===== config.mk =====
export PLATFORM = sky130hd
export DESIGN_NAME = line_end_splitter_core
export DESIGN_NICKNAME = d
export VERILOG_FILES = /design/src/sv/les_pkg.sv /design/src/sv/les_decode.sv /design/src/sv/les_queue.sv /design/src/sv/line_end_splitter_core.sv
export SDC_FILE = /design/constraint.sdc
export NUM_CORES = 1
export LEC_CHECK = 0
export BUFFER_PORTS_ARGS = -buffer_cell sky130_fd_sc_hd__buf_2
export CELL_PAD_IN_SITES_DETAIL_PLACEMENT = 0
export CELL_PAD_IN_SITES_GLOBAL_PLACEMENT = 1
export CORE_ASPECT_RATIO = 1.25
export CORE_MARGIN = 2
export CORE_UTILIZATION = 39
export DETAILED_ROUTE_END_ITERATION = 6
export PLACE_DENSITY_LB_ADDON = 0.1
export SETUP_SLACK_MARGIN = 0.3
export SLEW_MARGIN = 20
export SYNTH_ARGS = -nofsm -noshare
export SYNTH_HDL_FRONTEND = slang
export SYNTH_SLANG_ARGS = --single-unit

===== constraint.sdc =====
create_clock -name clk -period 1.56 [get_ports clk]
set_input_delay 0.156 -clock clk [delete_from_list [all_inputs] [get_ports clk]]
set_output_delay 0.156 -clock clk [all_outputs]
set_load 0.02 [all_outputs]

===== src/sv/les_pkg.sv =====
// line end splitter package: mode codes, byte constants and result types
// no dependencies
package les_pkg;

  localparam int unsigned ModeW = 3;
  localparam int unsigned ByteW = 8;
  localparam int unsigned CntW  = 2;

  localparam logic [ModeW-1:0] MODE_LF    = 3'd0;
  localparam logic [ModeW-1:0] MODE_CR    = 3'd1;
  localparam logic [ModeW-1:0] MODE_CR_LF = 3'd2;
  localparam logic [ModeW-1:0] MODE_CRLF  = 3'd3;
  localparam logic [ModeW-1:0] MODE_AUTO  = 3'd4;

  localparam logic [ByteW-1:0] CHAR_LF = 8'h0a;
  localparam logic [ByteW-1:0] CHAR_CR = 8'h0d;

  localparam logic KIND_DATA = 1'b0;
  localparam logic KIND_EOL  = 1'b1;

  typedef struct packed {
    logic             kind;
    logic [ByteW-1:0] data_byte;
    logic             last_of_run;
  } res_t;

  typedef struct packed {
    logic [CntW-1:0] n;
    res_t            res0;
    res_t            res1;
    logic            after_cr_nxt;
  } dec_t;

endpackage


===== src/sv/les_decode.sv =====
// classifies one byte under the current mode into zero, one or two results
// depends on les_pkg
module les_decode (
  input  logic [les_pkg::ModeW-1:0] mode,
  input  logic                      after_cr,
  input  logic [les_pkg::ByteW-1:0] char_in,
  output les_pkg::dec_t             dec
);
  import les_pkg::*;

  logic is_lf;
  logic is_cr;
  res_t eol_res;
  res_t chr_res;
  res_t cr_res;

  assign is_lf = (char_in == CHAR_LF);
  assign is_cr = (char_in == CHAR_CR);
  assign eol_res = '{kind: KIND_EOL, data_byte: '0, last_of_run: 1'b1};
  assign chr_res = '{kind: KIND_DATA, data_byte: char_in, last_of_run: 1'b1};
  assign cr_res  = '{kind: KIND_DATA, data_byte: CHAR_CR, last_of_run: 1'b1};

  always_comb begin
    dec = '{n: 2'd1, res0: chr_res, res1: chr_res, after_cr_nxt: 1'b0};
    unique case (mode)
      MODE_LF: begin
        if (is_lf) dec.res0 = eol_res;
      end
      MODE_CR: begin
        if (is_cr) dec.res0 = eol_res;
      end
      MODE_CR_LF: begin
        if (is_lf || is_cr) dec.res0 = eol_res;
      end
      MODE_CRLF: begin
        if (after_cr) begin
          if (is_lf) begin
            dec.res0 = eol_res;
          end else if (is_cr) begin
            dec.res0 = cr_res;
            dec.after_cr_nxt = 1'b1;
          end else begin
            dec.n = 2'd2;
            dec.res0 = cr_res;
            dec.res0.last_of_run = 1'b0;
          end
        end else if (is_cr) begin
          dec.n = 2'd0;
          dec.after_cr_nxt = 1'b1;
        end
      end
      default: begin
        if (is_lf) begin
          dec.res0 = eol_res;
          if (after_cr) dec.n = 2'd0;
        end else if (is_cr) begin
          dec.res0 = eol_res;
          dec.after_cr_nxt = 1'b1;
        end
      end
    endcase
  end

endmodule


===== src/sv/les_queue.sv =====
// hold stage for up to two results of one byte plus the output register
// depends on les_pkg
module les_queue (
  input  logic          clk,
  input  logic          rst_n,
  input  logic          load,
  input  les_pkg::dec_t dec,
  output logic          load_ready,
  output logic          out_valid,
  input  logic          out_ready,
  output les_pkg::res_t out_res
);
  import les_pkg::*;

  logic [CntW-1:0] hold_cnt_r, hold_cnt_nxt;
  res_t            hold0_r, hold0_nxt;
  res_t            hold1_r, hold1_nxt;
  logic            out_valid_r, out_valid_nxt;
  res_t            out_res_r, out_res_nxt;
  logic            move;

  assign move       = (hold_cnt_r != '0) && (!out_valid_r || out_ready);
  assign load_ready = (hold_cnt_r == '0) || ((hold_cnt_r == 2'd1) && move);

  always_comb begin
    hold_cnt_nxt  = hold_cnt_r;
    hold0_nxt     = hold0_r;
    hold1_nxt     = hold1_r;
    out_valid_nxt = out_valid_r;
    out_res_nxt   = out_res_r;
    if (load) begin
      hold_cnt_nxt = dec.n;
      hold0_nxt    = dec.res0;
      hold1_nxt    = dec.res1;
    end else if (move) begin
      hold_cnt_nxt = hold_cnt_r - 2'd1;
      hold0_nxt    = hold1_r;
    end
    if (move) begin
      out_valid_nxt = 1'b1;
      out_res_nxt   = hold0_r;
    end else if (out_ready) begin
      out_valid_nxt = 1'b0;
    end
  end

  always_ff @(posedge clk) begin
    if (!rst_n) begin
      hold_cnt_r  <= '0;
      out_valid_r <= 1'b0;
    end else begin
      hold_cnt_r  <= hold_cnt_nxt;
      out_valid_r <= out_valid_nxt;
    end
    hold0_r   <= hold0_nxt;
    hold1_r   <= hold1_nxt;
    out_res_r <= out_res_nxt;
  end

  assign out_valid = out_valid_r;
  assign out_res   = out_res_r;

endmodule


===== src/sv/line_end_splitter_core.sv =====
// Line end splitter: takes one text byte per transfer and returns content bytes and
// line-end markers under the style in cfg_eol_mode (0 LF, 1 CR, 2 CR or LF, 3 CR LF,
// 4 to 7 auto). A byte is taken every cycle while the output is not stalled and each
// byte gives at most one result; a byte that gives two results (a held CR in CR LF mode
// followed by a byte other than CR or LF) holds the input back until its first result has
// moved on, since the output register moves one result per cycle. Results pass through the
// hold stage and then the output register. Writing the mode drops a held CR.
// depends on les_pkg, les_decode, les_queue
module line_end_splitter_core (
  input  logic                      clk,
  input  logic                      rst_n,
  input  logic                      cfg_we,
  input  logic [les_pkg::ModeW-1:0] cfg_eol_mode,
  input  logic                      in_valid,
  output logic                      in_ready,
  input  logic [les_pkg::ByteW-1:0] in_char_in,
  output logic                      out_valid,
  input  logic                      out_ready,
  output logic                      out_kind,
  output logic [les_pkg::ByteW-1:0] out_data_byte,
  output logic                      out_last_of_run
);
  import les_pkg::*;

  logic [ModeW-1:0] mode_r, mode_nxt;
  logic             after_cr_r, after_cr_nxt;
  dec_t             dec;
  logic             load;
  res_t             out_res;

  les_decode u_decode (
    .mode     (mode_r),
    .after_cr (after_cr_r),
    .char_in  (in_char_in),
    .dec      (dec)
  );

  assign load = in_valid && in_ready;

  les_queue u_queue (
    .clk        (clk),
    .rst_n      (rst_n),
    .load       (load),
    .dec        (dec),
    .load_ready (in_ready),
    .out_valid  (out_valid),
    .out_ready  (out_ready),
    .out_res    (out_res)
  );

  always_comb begin
    mode_nxt     = mode_r;
    after_cr_nxt = after_cr_r;
    if (cfg_we) begin
      mode_nxt     = cfg_eol_mode;
      after_cr_nxt = 1'b0;
    end else if (load) begin
      after_cr_nxt = dec.after_cr_nxt;
    end
  end

  always_ff @(posedge clk) begin
    if (!rst_n) begin
      mode_r     <= MODE_AUTO;
      after_cr_r <= 1'b0;
    end else begin
      mode_r     <= mode_nxt;
      after_cr_r <= after_cr_nxt;
    end
  end

  assign out_kind        = out_res.kind;
  assign out_data_byte   = out_res.data_byte;
  assign out_last_of_run = out_res.last_of_run;

endmodule


==> summary.md <==
| Metric | Value |
|---|---|
| Final setup fails | `5` |
| Peak VDD IR | `0.4834 mV` |
| Clock Sinks | `35` |
| Area taken by multi-input logic gates | `646.9 um2` |
| Design area | `0.002280 mm2` |
| Worst setup margin | `-0.05805 ns` |
| Worst-skew pair later-pin latency | `0.28 ns` |
| Yosys Warn Count | `0` |
| Syn_nets | `144` |
| Fraction of layout cells with a size suffix above 1 | `50.52%` |
| Gr usage total | `15.98%` |
| Row count | `25` |
| Die H | `74.78 um` |
| Initial antenna violation count | `0` |
| Share of the synthesized area in the top cell type | `53.80%` |
| Pre-antenna DRT Iters | `4` |
| Dominant synthesized flop cell | `edfxtp_1` |
| HP Class | `in2reg` |
| Power per cell area | `1362 mW/mm2` |
| GPL Wtd Cong | `0.8511` |
| Status | `complete, but fails checks` |
| H-tree levels | `2` |
| Slew margin rel. | `78.64%` |
| R2R Setup Slk | `-0.06 ns` |
| CP endpoint kind | `flop` |
| Largest net degree at the start of global routing | `13` |
| Worst EP arrival | `1.66 ns` |
| CTS tree | `done` |
| Critical path origin | `u_queue.hold_cnt_r[1]` |
| Crit Path Category | `reg2reg` |
| RSZ-0062 raised after global routing | `true` |
| Die Area | `0.004533 mm2` |
| Final Routed Wirelength | `3385 um` |
| Most frequent cells in the layout | `29 x buf_4, 28 x edfxtp_1, 26 x buf_2, 13 x nand2_1, 10 x a21oi_1` |
| Hold Vio Cnt, Final | `0` |
| Violated checks | `negative setup slack` |
| Worst Skew | `0.002554 ns` |
| Area growth, synth to finish | `45.88%` |
| Register area | `993.5 um2` |
| Final net count | `209` |
| Inst Count DP | `229` |
| Netlist Area Pre-Place | `0.001563 mm2` |
| DR vias | `1210` |
| Worst setup SP type | `flop` |
| Worst reg2reg path startpoint | `u_queue.hold_cnt_r[1]` |
| Grt ovf | `0` |
| Post-synth EDFFs | `28` |
| Core area | `0.003816 mm2` |
| DP HPWL | `2421 um` |
| Post-route clock period utilization | `103.7%` |
| Seq/Total Area, Yosys | `62.77%` |
| Min Tclk post-route | `1.618 ns` |
| Number of global-route vias before repair | `1210` |
| Least-Margin Pin Slew | `0.3204 ns` |
| Slew Viols, Final | `0` |
| Worst Reg2Reg Path Length in Cells | `6` |
| Clock Tree Buf Depth | `2` |
| Diodes inserted | `0` |
| Layout Cells excl Fill | `246` |
| Drt initial violations | `28` |
| R2r endpoint | `u_queue.hold0_r[1]` |
| CTS Root Cell | `clkbuf_8` |
| Max Cap Viol | `0` |
| Fmax | `618.0 MHz` |
| CP Capture Point | `u_queue.hold0_r[1]` |
| DRC violations left | `0` |
| Port bufs | `27` |
| Worst Path Required | `1.60 ns` |
| Synth Register Bits | `35` |
| Most common cell after layout, fill and taps aside | `buf_4` |
| Placed inst area | `0.001983 mm2` |
| Vias per cell | `4.919` |
| Total power | `0.003106 W` |
| First-pass GRT wire length | `5292 um` |
| Netlist cell types | `42` |
| Die W | `60.62 um` |
| Crit-path max FO | `7` |
| Initial Utilization | `40.95%` |
| Synth area leaders | `edfxtp_1 54%, dfxtp_1 9.0%, a21oi_1 3.5%, nand2_1 3.1%, mux2i_1 1.9%` |
| Post-Syn Instances | `126` |
| Hold path cells | `3` |
| Final ANT Viol Nets | `0` |
| Avg Cell Area, Syn | `12.40 um2` |
| Worst hold slack | `0.08464 ns` |
| Routed WL per cell | `13.76 um` |
| IO Count | `28` |
| Share of synthesized registers carrying an async set or reset | `0%` |
| Leakage power | `0.9063 nW` |
| CTS buffer count | `5` |
| Clock Pin Slew Worst Setup and Hold Paths | `0.07 ns` |
| Cell taking the most area after synthesis | `edfxtp_1` |
| Filler cells | `358` |
## stage by stage
stage | setup WS (ns) | setup TNS, ns | util [%]
2_1_floorplan | -0.04162 | -0.2022 | -
6_report | -0.05805 | -0.2321 | 59.74
4_1_cts | -0.05389 | -0.1775 | 57.90
5_1_grt | -0.1269 | -0.7461 | 59.74
3_3_place_gp | -0.1640 | -1.096 | 51.97
3_5_place_dp | -0.2205 | -1.398 | 51.97
## flip-flops by register name (all words and copies together), names as in the netlist
| name | cells |
|---|---|
| after_cr_r | 1 |
| mode_r | 3 |
| u_queue.hold0_r | 10 |
| u_queue.hold1_r | 8 |
| u_queue.hold_cnt_r | 2 |
| u_queue.out_res | 10 |
| u_queue.out_valid | 1 |
## how the worst min path moves through the flow
stage / startpoint / to / slack (ns)
finish: cfg_eol_mode[2] / mode_r[2] / 0.08
global route: cfg_eol_mode[2] / mode_r[2] / 0.11
CTS: cfg_eol_mode[2] / mode_r[2] / 0.08
detailed placement: cfg_eol_mode[2] / mode_r[2] / 0.38
global placement: cfg_eol_mode[2] / mode_r[2] / 0.37
floorplan: rst_n / mode_r[2] / 0.22
## Yosys cell counts (2+ instances only)
library cell  number
a21oi_1           11
inv_2              2
edfxtp_1          28
clkbuf_1           2
o21ai_0            2
nor2_1             7
nand2b_1           4
nand3_1            2
nor2b_1            3
ha_1               2
nor3b_1            2
nand2_1           13
nor3_1             5
inv_1              5
o21a_1             2
nor4_1             2
mux2i_1            3
dfxtp_1            7
## layout make-up
class | instances | share of cell area [%]
Clock buffer | 5 | 3.019
Clock inverter | 3 | 2.964
Inverter | 7 | 1.372
Multi-Input combinational cell | 82 | 28.38
Sequential cell | 35 | 43.58
Tap cell | 54 | 2.964
Timing Repair Buffer | 60 | 17.73
## power by group
| group | leakage (nW) | switching (W) | internal [W] |
|---|---|---|---|
| Sequential | 0.329 | 0.0000567 | 0.00125 |
| Combinational | 0.513 | 0.000450 | 0.000384 |
| Clock | 0.0644 | 0.000328 | 0.000637 |
| Total | 0.906 | 0.000835 | 0.00227 |
## cell families after synthesis
family | Yosys count | share of synthesized area (%)
AND/OR/NAND/NOR | 49 | 18.66
flip-flops | 35 | 62.77
AO/OA/AOI/OAI | 26 | 11.69
buffers and inverters | 10 | 2.482
multiplexers | 4 | 2.802
adder cells (fa/ha/maj) | 2 | 1.601
## layer usage
layer	GRT usage [%]	vias up	share of wire, %	wire length (um)
met5	0	-	0	0
met4	7.246	0	2.1	70
met3	3.780	9	3.7	126
met2	28.55	32	57	1920
met1	17.69	569	37	1268
li1	-	600	-	-
## worst max-delay path, cell delays in order, from the launching register on
cell and delay (ns):
dfxtp_2 0.34, inv_4 0.07, ha_4 0.14, a21oi_2 0.05, or2b_4 0.30, or3_1 0.34
nor3b_1 0.15
## timing repair
item                                    4_1_cts  5_1_grt
gates resized for setup                      15        8
pin swaps                                     8        2
endpoints found under the setup margin       42       42
hold buffers                                  0        0
setup buffers                                 4        3
cloned                                        1        1
No activity file was read; power rests on OpenSTA's default activity.
